[src/stts_pkg.sv]
// Package for the sleep/tick thread scheduler: stream field widths, command and
// slot status codes, the sequencer state type and the result record.
// Has no dependencies of its own.
`default_nettype none

package stts_pkg;

    localparam int SLOTS_DEF      = 8;
    localparam int COUNT_BITS_DEF = 16;

    // Field widths of the stream items.
    localparam int CMD_W   = 3;
    localparam int TICKS_W = 16;
    localparam int SLOT_FW = 3;
    localparam int IN_W    = 24;
    localparam int OUT_W   = 16;

    typedef enum logic [CMD_W-1:0] {
        CMD_CREATE = 3'd0,
        CMD_EXIT   = 3'd1,
        CMD_SLEEP  = 3'd2,
        CMD_TICK   = 3'd3,
        CMD_QUERY  = 3'd4
    } t_cmd;

    typedef enum logic [1:0] {
        SL_FREE   = 2'd0,
        SL_ACTIVE = 2'd1,
        SL_SLEEP  = 2'd2
    } t_slot_st;

    typedef enum logic [1:0] {
        S_IDLE,
        S_WALK,
        S_DONE
    } t_state;

    typedef struct packed {
        logic              slot_busy;
        logic              create_failed;
        logic [SLOT_FW-1:0] created_slot;
        logic              switched;
        logic [SLOT_FW-1:0] running_slot;
    } t_result;

endpackage

`default_nettype wire

[src/sleep_tick_thread_scheduler_unit.sv]
// Thread slot scheduler with sleep countdowns; the slot table lives in one
// synchronous memory that a sequencer reads, updates and writes back.
// Depends on stts_pkg.
//
//  Channel   Dir  Signals                          Carries
//  s (in)    in   i_s_tvalid/o_s_tready/i_s_tdata  command, sleep_ticks, slot_index
//  m (out)   out  o_m_tvalid/i_m_tready/o_m_tdata  running_slot .. slot_busy
//
// A tick walks every slot, one memory read per cycle. A create walks from
// slot 1 to the first free slot; a query reads only the slot that it names,
// if in range; exit, sleep and unknown commands read no slot. A new command
// is accepted while the previous result still waits in the output register.
// Reset clears all slots to free at once through per-slot valid bits; no
// clearing pass is needed.
`default_nettype none

module sleep_tick_thread_scheduler_unit #(
    parameter int SLOTS      = stts_pkg::SLOTS_DEF,
    parameter int COUNT_BITS = stts_pkg::COUNT_BITS_DEF
) (
    input  wire logic                      i_clk,
    input  wire logic                      i_rst_n,
    input  wire logic                      i_s_tvalid,
    output logic                           o_s_tready,
    // Fields from bit 0: command[2:0], sleep_ticks[18:3], slot_index[21:19].
    input  wire logic [stts_pkg::IN_W-1:0] i_s_tdata,
    output logic                           o_m_tvalid,
    input  wire logic                      i_m_tready,
    // Fields from bit 0: running_slot[2:0], switched[3], created_slot[6:4],
    // create_failed[7], slot_busy[8].
    output logic [stts_pkg::OUT_W-1:0]     o_m_tdata
);

    localparam int SLOT_W  = $clog2(SLOTS);
    localparam int ADDR_W  = SLOT_W + 1;
    localparam int ENTRY_W = COUNT_BITS + 2;
    localparam logic [31:0] COUNT_MAX = 32'((64'd1 << COUNT_BITS) - 64'd1);
    localparam logic [ADDR_W-1:0] ADDR_END  = ADDR_W'(SLOTS);
    localparam logic [SLOT_W-1:0] SLOT_LAST = SLOT_W'(SLOTS - 1);

    // Slot table: status in the top two bits, sleep countdown below.
    logic [ENTRY_W-1:0] r_mem [SLOTS];
    logic [SLOTS-1:0]   r_valid;

    stts_pkg::t_state  r_state, n_state;
    stts_pkg::t_cmd    r_cmd, n_cmd;
    logic [COUNT_BITS-1:0] r_ticks, n_ticks;
    logic [ADDR_W-1:0] r_addr, n_addr;
    logic [SLOT_W-1:0] r_cur, n_cur;
    logic              r_found, n_found;
    logic [SLOT_W-1:0] r_next, n_next;
    stts_pkg::t_result r_res, n_res;
    stts_pkg::t_result r_out, n_out;
    logic              r_out_valid, n_out_valid;

    logic               r_chk;
    logic [SLOT_W-1:0]  r_chk_addr;
    logic [ENTRY_W-1:0] r_rd_data;
    logic               r_rd_vld;

    logic               rd_en;
    logic [SLOT_W-1:0]  rd_addr;
    logic               wr_en;
    logic [SLOT_W-1:0]  wr_addr;
    logic [ENTRY_W-1:0] wr_data;

    stts_pkg::t_cmd            in_cmd;
    logic [stts_pkg::TICKS_W-1:0] in_ticks;
    logic [stts_pkg::SLOT_FW-1:0] in_qidx;
    logic [31:0]               ticks_wide;
    logic [COUNT_BITS-1:0]     ticks_sat;

    stts_pkg::t_slot_st    chk_st;
    logic [COUNT_BITS-1:0] chk_cnt;
    stts_pkg::t_slot_st    tk_st;
    logic [COUNT_BITS-1:0] tk_cnt;
    logic                  tk_take;
    logic                  fin_found;
    logic [SLOT_W-1:0]     fin_next;

    assign in_cmd   = stts_pkg::t_cmd'(i_s_tdata[2:0]);
    assign in_ticks = i_s_tdata[18:3];
    assign in_qidx  = i_s_tdata[21:19];

    // A zero count sleeps one tick; a count beyond the counter saturates.
    assign ticks_wide = (in_ticks == '0) ? 32'd1 : 32'(in_ticks);
    assign ticks_sat  = (ticks_wide > COUNT_MAX) ? COUNT_MAX[COUNT_BITS-1:0]
                                                 : ticks_wide[COUNT_BITS-1:0];

    // An entry never written since reset reads as a free slot.
    assign chk_st  = r_rd_vld ? stts_pkg::t_slot_st'(r_rd_data[ENTRY_W-1:COUNT_BITS])
                              : stts_pkg::SL_FREE;
    assign chk_cnt = r_rd_vld ? r_rd_data[COUNT_BITS-1:0] : '0;

    always_comb begin
        tk_st  = chk_st;
        tk_cnt = chk_cnt;
        if (chk_st == stts_pkg::SL_SLEEP) begin
            if (chk_cnt <= COUNT_BITS'(1)) begin
                tk_st  = stts_pkg::SL_ACTIVE;
                tk_cnt = '0;
            end else begin
                tk_cnt = chk_cnt - COUNT_BITS'(1);
            end
        end
    end

    assign tk_take   = (tk_st == stts_pkg::SL_ACTIVE) && (r_chk_addr != r_cur) && !r_found;
    assign fin_found = r_found || tk_take;
    assign fin_next  = tk_take ? r_chk_addr : r_next;

    assign o_s_tready = (r_state == stts_pkg::S_IDLE);
    assign o_m_tvalid = r_out_valid;
    assign o_m_tdata  = stts_pkg::OUT_W'(r_out);

    always_comb begin
        n_state     = r_state;
        n_cmd       = r_cmd;
        n_ticks     = r_ticks;
        n_addr      = r_addr;
        n_cur       = r_cur;
        n_found     = r_found;
        n_next      = r_next;
        n_res       = r_res;
        n_out       = r_out;
        n_out_valid = r_out_valid && !i_m_tready;
        rd_en       = 1'b0;
        rd_addr     = r_addr[SLOT_W-1:0];
        wr_en       = 1'b0;
        wr_addr     = '0;
        wr_data     = '0;

        case (r_state)
            stts_pkg::S_IDLE: begin
                if (i_s_tvalid) begin
                    n_cmd   = in_cmd;
                    n_ticks = ticks_sat;
                    n_res   = '0;
                    n_state = stts_pkg::S_DONE;
                    case (in_cmd)
                        stts_pkg::CMD_CREATE: begin
                            n_addr  = ADDR_W'(1);
                            n_state = stts_pkg::S_WALK;
                        end
                        stts_pkg::CMD_EXIT: begin
                            if (r_cur != '0) begin
                                wr_en   = 1'b1;
                                wr_addr = r_cur;
                                wr_data = {stts_pkg::SL_FREE, {COUNT_BITS{1'b0}}};
                            end
                        end
                        stts_pkg::CMD_SLEEP: begin
                            if (r_cur != '0) begin
                                wr_en   = 1'b1;
                                wr_addr = r_cur;
                                wr_data = {stts_pkg::SL_SLEEP, ticks_sat};
                                n_cur   = '0;
                            end
                        end
                        stts_pkg::CMD_TICK: begin
                            n_addr  = '0;
                            n_found = 1'b0;
                            n_next  = '0;
                            n_state = stts_pkg::S_WALK;
                        end
                        stts_pkg::CMD_QUERY: begin
                            if (32'(in_qidx) < 32'(SLOTS)) begin
                                n_addr  = ADDR_W'(in_qidx);
                                n_state = stts_pkg::S_WALK;
                            end
                        end
                        default: begin
                        end
                    endcase
                    n_res.running_slot = stts_pkg::SLOT_FW'(n_cur);
                end
            end

            stts_pkg::S_WALK: begin
                // Reads run one slot ahead of the slot being updated.
                if (r_addr < ADDR_END) begin
                    rd_en  = 1'b1;
                    n_addr = (r_cmd == stts_pkg::CMD_QUERY) ? ADDR_END
                                                            : r_addr + ADDR_W'(1);
                end
                if (r_chk) begin
                    case (r_cmd)
                        stts_pkg::CMD_CREATE: begin
                            if (chk_st == stts_pkg::SL_FREE) begin
                                wr_en   = 1'b1;
                                wr_addr = r_chk_addr;
                                wr_data = {stts_pkg::SL_ACTIVE, {COUNT_BITS{1'b0}}};
                                n_res.created_slot = stts_pkg::SLOT_FW'(r_chk_addr);
                                n_state = stts_pkg::S_DONE;
                            end else if (r_chk_addr == SLOT_LAST) begin
                                n_res.create_failed = 1'b1;
                                n_state = stts_pkg::S_DONE;
                            end
                        end
                        stts_pkg::CMD_TICK: begin
                            wr_en   = 1'b1;
                            wr_addr = r_chk_addr;
                            wr_data = {tk_st, tk_cnt};
                            n_found = fin_found;
                            n_next  = fin_next;
                            if (r_chk_addr == SLOT_LAST) begin
                                if (fin_found && fin_next != '0) begin
                                    n_cur          = fin_next;
                                    n_res.switched = 1'b1;
                                end
                                n_res.running_slot = stts_pkg::SLOT_FW'(n_cur);
                                n_state = stts_pkg::S_DONE;
                            end
                        end
                        stts_pkg::CMD_QUERY: begin
                            n_res.slot_busy = (chk_st != stts_pkg::SL_FREE);
                            n_state = stts_pkg::S_DONE;
                        end
                        default: begin
                            n_state = stts_pkg::S_DONE;
                        end
                    endcase
                end
            end

            stts_pkg::S_DONE: begin
                if (!r_out_valid || i_m_tready) begin
                    n_out_valid = 1'b1;
                    n_out       = r_res;
                    n_state     = stts_pkg::S_IDLE;
                end
            end

            default: begin
                n_state = stts_pkg::S_IDLE;
            end
        endcase
    end

    always_ff @(posedge i_clk) begin
        if (!i_rst_n) begin
            r_state     <= stts_pkg::S_IDLE;
            r_cur       <= '0;
            r_found     <= 1'b0;
            r_out_valid <= 1'b0;
            r_chk       <= 1'b0;
            r_valid     <= '0;
        end else begin
            r_state     <= n_state;
            r_cur       <= n_cur;
            r_found     <= n_found;
            r_out_valid <= n_out_valid;
            r_chk       <= rd_en;
            if (wr_en) begin
                r_valid[wr_addr] <= 1'b1;
            end
        end
    end

    always_ff @(posedge i_clk) begin
        r_cmd      <= n_cmd;
        r_ticks    <= n_ticks;
        r_addr     <= n_addr;
        r_next     <= n_next;
        r_res      <= n_res;
        r_out      <= n_out;
        r_chk_addr <= rd_addr;
    end

    // Slot table memory: one write port, one registered read port.
    always_ff @(posedge i_clk) begin
        if (wr_en) begin
            r_mem[wr_addr] <= wr_data;
        end
    end

    always_ff @(posedge i_clk) begin
        if (rd_en) begin
            r_rd_data <= r_mem[rd_addr];
            r_rd_vld  <= r_valid[rd_addr];
        end
    end

    a_no_rw_same_slot: assert property (@(posedge i_clk) disable iff (!i_rst_n)
        !(wr_en && rd_en && wr_addr == rd_addr))
        else $error("slot table read and written at the same entry");

    a_slot0_stays_free: assert property (@(posedge i_clk) disable iff (!i_rst_n)
        (wr_en && wr_addr == '0) |-> (wr_data[ENTRY_W-1:COUNT_BITS] == stts_pkg::SL_FREE))
        else $error("slot zero written with a status other than free");

    a_chk_in_walk: assert property (@(posedge i_clk) disable iff (!i_rst_n)
        r_chk |-> (r_state == stts_pkg::S_WALK || r_state == stts_pkg::S_DONE))
        else $error("read data returned outside a slot walk");

    a_create_flags: assert property (@(posedge i_clk) disable iff (!i_rst_n)
        r_out_valid |-> !(r_out.create_failed && r_out.created_slot != '0))
        else $error("create reported both a slot and a failure");

endmodule

`default_nettype wire
[config.mk]
export PLATFORM = sky130hd
export DESIGN_NAME = sleep_tick_thread_scheduler_unit
export DESIGN_NICKNAME = d
export VERILOG_FILES = /design/src/stts_pkg.sv /design/src/sleep_tick_thread_scheduler_unit.sv
export SDC_FILE = /design/constraint.sdc
export NUM_CORES = 1
export LEC_CHECK = 0
export BUFFER_PORTS_ARGS = -buffer_cell sky130_fd_sc_hd__buf_2
export CORE_MARGIN = 1.5
export CORE_UTILIZATION = 25
export CTS_CLUSTER_DIAMETER = 40
export CTS_CLUSTER_SIZE = 24
export DETAILED_ROUTE_END_ITERATION = 10
export PLACE_DENSITY = 0.39
export SYNTH_ARGS = -nofsm -noshare
export SYNTH_HDL_FRONTEND = slang
export SYNTH_SLANG_ARGS = --single-unit
export TNS_END_PERCENT = 10
[constraint.sdc]
create_clock -name i_clk -period 3.6 [get_ports i_clk]
set_input_delay 0.72 -clock i_clk [delete_from_list [all_inputs] [get_ports i_clk]]
set_output_delay 0.72 -clock i_clk [all_outputs]
set_load 0.05 [all_outputs]
==> results of run 1 <==
==> critical path, stage by stage, from the launching register on <==
cell and delay, ns:
edfxtp_1 0.41, buf_4 0.21, and3b_1 0.28, nand4b_2 0.25, a211oi_1 0.53, a21oi_1 0.08
o31ai_1 0.93
==> cell families (layout without fill, tap and decap cells) <==
group | count (synthesis) | after routing | synth area share, %
mux | 57 | 57 | 11.8
compound gates | 99 | 99 | 7.91
buf+inv | 44 | 137 | 2.65
simple gates | 143 | 143 | 8.20
flops | 210 | 210 | 67.7
xor+xnor | 13 | 13 | 1.26
other cells | 1 | 7 | 0.0415
fa+ha+maj | 3 | 3 | 0.415
==> stage by stage <==
stage,instances,area (um2)
6_report,1130,11000
3_3_place_gp,1062,9820
2_1_floorplan,576,9060
5_1_grt,1130,11000
3_5_place_dp,1062,9820
4_1_cts,1130,11000
==> layout by cell type (no fill, tap or decap), types with 5 or more instances in the layout <==
cell type / synthesis / layout
a32o_1: 6 / 6
clkinv_2: 0 / 8
mux2_2: 19 / 19
buf_2: 5 / 36
o21ai_0: 22 / 22
a21oi_1: 16 / 16
nor2_1: 31 / 22
inv_1: 10 / 10
edfxtp_1: 191 / 191
nand3_1: 10 / 10
a32oi_1: 6 / 6
o21a_1: 10 / 10
nor3_1: 7 / 7
xor2_1: 8 / 8
nand2_1: 48 / 48
buf_4: 8 / 22
clkinv_4: 0 / 6
and2_1: 7 / 7
nor2_2: 0 / 9
o31ai_1: 7 / 7
nor4_1: 5 / 5
clkbuf_16: 0 / 38
mux4_2: 38 / 38
xnor2_1: 5 / 5
conb_1: 1 / 7
dfxtp_1: 19 / 19
==> state kept, by name, indices dropped and copies added (netlist names) <==
name and count:
r_chk_addr 3, r_mem 144, r_state 2, r_cmd 3, o_m_tdata 9, r_next 3, r_chk 1, r_found 1
o_m_tvalid 1, r_addr 4, r_cur 3, r_rd_vld 1, r_valid 8, r_rd_data 18, r_res 9
==> worst min-delay path by stage <==
stage                                         to  depth (start not counted)  slack, ns
after floorplan            r_chk_addr[0]$_DFF_P_                          0       0.37
after global placement    o_m_tdata[3]$_DFFE_PP_                          0       0.41
after detailed placement  o_m_tdata[3]$_DFFE_PP_                          0       0.41
after CTS                 o_m_tdata[3]$_DFFE_PP_                          0       0.42
after global routing      o_m_tdata[3]$_DFFE_PP_                          0       0.42
final                     o_m_tdata[3]$_DFFE_PP_                          0       0.42
==> per-layer routing <==
layer,vias up,track usage (%),routed length (um)
met5,-,0,0
met4,0,4.26,495
met3,41,2.48,1180
met2,157,20.4,10800
met1,2717,16.8,10300
li1,2403,-,-
==> cell type report <==
cell class,instances,area [um2]
repair buffers,59,365
clock inverters,26,201
well taps,461,577
fillers,3512,24600
inverters,10,37.5
flip-flops and latches,210,6120
multi-input cells,322,2730
clock buffers,42,966
==> report_power, final <==
group	total [W]	internal, W	switching (W)
clock	0.00322	0.00197	0.00124
combinational	0.000314	0.000109	0.000205
sequential	0.00271	0.00268	0.0000348
total	0.00625	0.00476	0.00148
==> results.md, run 1 <==
* Outcome: completed
* Slew @ Worst Pin at approximately 1.1 ns
* Row count at between 60 and 70
* Initial DRC count at about 380
* Num CTS Buffers at 37
* Fmax at roughly 330 MHz
* R2R cell count at 6
* Final Cycle Share at 84.9%
* Layout area overhead at 21.6%
* Die H at around 190 um
* Seq cells post-synth at 210
* Detailed placer's ending HPWL at approximately 14,000 um
* DRC violations left at 0
* Most frequent cell after synthesis: edfxtp_1
* Post-synthesis cell type count at a little under 70
* Highest ir drop seen on vdd at roughly 0.31 mV
* CTS tree: done
* RSZ-0062 raised after global routing: false
* Min-delay worst type: reg2reg
* Routed len/inst at a little over 20 um
* Full die area at ~0.037 mm2
* Min Tclk post-route at between 3 and 4 ns
* Power Density at between 500 and 600 mW/mm2
* Post-Syn Instances at 570
* Synth top area cells: edfxtp_1, mux4_2, dfxtp_1
* Final Hold Fails at 0
* CP endpoint: r_mem[1][15]$_DFFE_PP_
* Vias at about 5,300
* Setup crit start: r_rd_vld$_DFFE_PP_
* Synthesis Warnings at 0
* Kind of critical path: reg2reg
* Worst r2r src: r_rd_vld$_DFFE_PP_
* Horiz. Die Dim at a little under 200 um
* Worst Path Arrival at roughly 3.2 ns
* Share of Yosys cell area claimed by the top area cell type at a little under two thirds
* Root Buffer: clkbuf_16
* Global-route wire length before repair at between 30,000 and 40,000 um
* # IOs at 46
* Initial Util at approximately 25%
* GRT Total Usage at approximately an eighth
* Port-buffer cells at 36
* Clock latency at the later pin of the worst-skew pair at between 0.5 and 0.6 ns
* Reg clk slew, reported paths at approximately 0.050 ns
* Layout cell share with drive strength beyond 1 at a little under a third
* Ys async rst share at 0%
* CTS Sinks at between 200 and 250
* Final net count at between 600 and 700
* Routed vias/inst at roughly 4.7
* Setup WS post-layout at 0.543 ns
* Nature of the critical path endpoint: flip-flop
* Setup TNS at 0 ns
* # hold bufs at CTS at 0
* First-pass DRT Iterations at 6
* Commonest cells in the synthesized netlist: edfxtp_1, nand2_1, mux4_2
* Most used DFF post-synth: edfxtp_1
* N_diodes at 0
* Mapped cell area at between 0.009 and 0.01 mm2
* Hold path startpoint: r_res[3]$_DFFE_PP_
* CTS HTree Levels at 2
* Largest net degree at the start of global routing at 42
* Setup-failing EPs final at 0
* Worst slew margin relative to its limit at 26.2%
* Initial antenna violation count at 0
* Setup WS pre-CTS at 0.600 ns
* Worst-path fanout max at 11
* Max Slew Vio Count at 0
* Leak Pwr at 3.46 nW
* CORE AREA at roughly 0.036 mm2
* Pwr Total at 0.00625 W
* Post-Route WL at 22,800 um
* Cell taking the most area after synthesis: edfxtp_1
* CP Launch Type: flip-flop
* Post-CTS setup buffer count at 0
* FF-to-FF End: r_mem[1][15]$_DFFE_PP_
* Avg Inst Size Synth at about 16 um2
* Clock Tree Buf Depth at 3
* Final ANT Viol Nets at 0
* Post-CTS Resized at 0
* Critical Path RT at ~3.8 ns
* Hold WS at 0.418 ns
* Clk_skew at 0.0193 ns
* Sequential fraction of the synthesis area at 67.7%
* Final core utilization at a little under a third
* Global placement routability congestion at about 0.81
* R2R setup slack at approximately 0.54 ns
* GRT overflow at 0
* Number of synthesized flops with an enable pin at between 150 and 200
* Vias in the first global route at ~5,600
* Max-Cap Viols at 0
Power figures use the tool's default switching activity.
==> inputs of run 2 (changes only) <==
==> constraint.sdc (replaced) <==
create_clock -name i_clk -period 3.1 [get_ports i_clk]
set_input_delay 0.62 -clock i_clk [delete_from_list [all_inputs] [get_ports i_clk]]
set_output_delay 0.62 -clock i_clk [all_outputs]
set_load 0.05 [all_outputs]
==> run 2 against run 1 <==
  * Wire length decreased by 1.4%
  * Clock power increased by 31%
  * Count of clock-buffer cells in the layout unchanged
  * Global-route usage decreased by 0.22 points
  * Cell count increased by 0.44%
  * Maximum frequency increased by 9.9%
  * Cell area increased by 2.0%
  * Flip-flop and latch count unchanged
  * Sequential share of layout area decreased by 1.1 points
  * Setup slack got worse by 0.23 ns
  * Via count decreased by 0.23%
==> results.md, run 2 (synthesis results as in run 1) <==
* Layout area overhead at 24.1%
* Row count at 69 (unchanged)
* FF-to-FF End: r_mem[4][15]$_DFFE_PP_
* Clock Tree Buf Depth at 3 (unchanged)
* Critical Path RT at 3.28 ns (-0.47 ns)
* Min-delay worst type: reg2reg
* Hold path endpoint: o_m_tdata[3]$_DFFE_PP_
* Pwr Total at 0.00775 W (+24%)
* GRT Total Usage at 12.4% (-0.22 points)
* Highest ir drop seen on vdd at 0.433 mV (+40%)
* Global placement routability congestion at 0.807 (-0.32%)
* Hold Path Stages at 0 (unchanged)
* R2R setup slack at 0.32 ns (-0.23 ns)
* Clk_skew at 0.0110 ns (-0.00831 ns)
* Kind of critical path: reg2reg
* Fmax at 359 MHz (+9.9%)
* CTS HTree Levels at 2 (unchanged)
* First-pass DRT Iterations at 4 (-2)
* Routed vias/inst at 4.67 (-0.67%)
* Final Hold Fails at 0 (unchanged)
* Hold WS at 0.416 ns (-0.00195 ns)
* Setup-failing EPs final at 0 (unchanged)
* Port-buffer cells at 36 (unchanged)
* DRC violations left at 0 (unchanged)
* Slew @ Worst Pin at 0.861 ns (-0.237 ns)
* Post-Route WL at 22,500 um (-1.4%)
* Worst-path fanout max at 9 (-2)
* Nature of the critical path endpoint: flip-flop
* Most frequent cells in the layout: edfxtp_1, nand2_1, mux4_2, clkbuf_16, buf_2
* Reg clk slew, reported paths at 0.05 ns (about the same)
* # hold bufs at CTS at 0 (unchanged)
* Clock latency at the later pin of the worst-skew pair at 0.51 ns (about the same)
* Routed len/inst at 19.8 um (-1.8%)
* Power Density at 691 mW/mm2 (+22%)
* Post-CTS setup buffer count at 0 (unchanged)
* Outcome: completed
* Top flop regs: r_mem x144, r_rd_data x18
* Final Cycle Share at 89.8% (+4.9 points)
* Biggest register: r_mem
* Commonest non-fill, non-tap cell in the layout: edfxtp_1
* # IOs at 46 (unchanged)
* Horiz. Die Dim at 193 um (unchanged)
* Num CTS Buffers at 37 (unchanged)
* Vias at 5,306 (-0.23%)
* CTS Sinks at 210 (unchanged)
* Max Slew Vio Count at 0 (unchanged)
* Full die area at 0.0373 mm2 (unchanged)
* Area after DPL at 0.00990 mm2 (+0.84%)
* Worst r2r src: r_rd_vld$_DFFE_PP_
* Initial Util at 25.4% (unchanged)
* Final net count at 677 (+0.89%)
* N_diodes at 0 (unchanged)
* CORE AREA at 0.0356 mm2 (unchanged)
* Worst slew margin relative to its limit at 42.1% (+16 points)
* Max reg flops at 144 (unchanged)
* Min Tclk post-route at 2.78 ns (-0.274 ns)
* Layout cell share with drive strength beyond 1 at 30.0% (-0.22 points)
* CTS tree: done
* Detailed placer's ending HPWL at 13,700 um (-4.6%)
* Die H at 193 um (unchanged)
* Worst Path Arrival at 2.97 ns (-0.24 ns)
* Post-CTS Resized at 0 (unchanged)
* Root Buffer: clkbuf_16
* Filler instances at 3,507 (-0.14%)
* Vias in the first global route at 5,496 (-1.9%)
* Initial antenna violation count at 0 (unchanged)
* RSZ-0062 raised after global routing: false
* Final instance area at 0.0112 mm2 (+2.0%)
* Setup WS pre-CTS at 0.323 ns (-0.276 ns)
* Setup WS post-layout at 0.317 ns (-0.226 ns)
* R2R cell count at 8 (+2)
* Largest net degree at the start of global routing at 43 (+2.4%)
* Global-route wire length before repair at 33,800 um (-1.7%)
* Max-Cap Viols at 0 (unchanged)
* GRT overflow at 0 (unchanged)
* Hold path startpoint: r_res[3]$_DFFE_PP_
* Leak Pwr at 3.55 nW (+2.5%)
* Initial DRC count at 296 (-21%)
* Final ANT Viol Nets at 0 (unchanged)
* CP Launch Type: flip-flop
==> run 2: final cells by class <==
class / instances / area (um2) / area share [%]
multi-input cells: 322 / 2730 / 24.3
clock buffers: 42 / 966 / 8.62
repair buffers: 65 / 448 / 4.00
well taps: 461 / 577 / 5.14
flip-flops and latches: 210 / 6120 / 54.5
clock inverters: 25 / 343 / 3.06
inverters: 10 / 37.5 / 0.335
==> run 2: worst max-delay path, stage by stage (launching register included) <==
cell	delay [ns]
edfxtp_1	0.44
nand2_1	0.11
ha_1	0.26
nor2_1	0.21
nor4_4	0.07
and3_2	0.22
nand2_1	0.06
nand2_1	0.25
o31ai_1	0.83
==> run 2: power breakdown <==
group / leakage, nW / switching (W) / total (W) / internal, W
logic: 1.16 / 0.000243 / 0.000370 / 0.000127
registers: 1.76 / 0.0000315 / 0.00314 / 0.00311
clock network: 0.623 / 0.00140 / 0.00423 / 0.00284
==> run 2: stage by stage <==
| step | utilization, % | std cells | setup TNS (ns) |
|---|---|---|---|
| 6_report | 31.5 | 1135 | 0 |
| 5_1_grt | 31.5 | 1135 | 0 |
| 4_1_cts | 31.5 | 1135 | 0 |
| 3_5_place_dp | 27.8 | 1068 | 0 |
| 3_3_place_gp | 27.8 | 1068 | 0 |
| 2_1_floorplan | - | 576 | -17.82 |
==> run 2: worst max path at each step <==
stage | from | end
floorplan | r_state[0]$_SDFFE_PN0P_ | r_mem[3][0]$_DFFE_PP_
global placement | i_s_tvalid | r_mem[4][15]$_DFFE_PP_
detailed placement | r_rd_vld$_DFFE_PP_ | r_mem[6][5]$_DFFE_PP_
CTS | r_rd_vld$_DFFE_PP_ | r_mem[7][15]$_DFFE_PP_
global route | r_rd_vld$_DFFE_PP_ | r_mem[5][15]$_DFFE_PP_
finish | r_rd_vld$_DFFE_PP_ | r_mem[4][15]$_DFFE_PP_
==> run 2: per-layer routing <==
metal | share of wire [%] | up-vias | track usage, % | routed length [um]
met3 | 6.2 | 46 | 3.02 | 1400
met1 | 45 | 2697 | 16.2 | 10000
met5 | 0 | - | 0 | 0
li1 | - | 2415 | - | -
met2 | 47 | 148 | 19.9 | 10500
met4 | 2.4 | 0 | 4.26 | 542
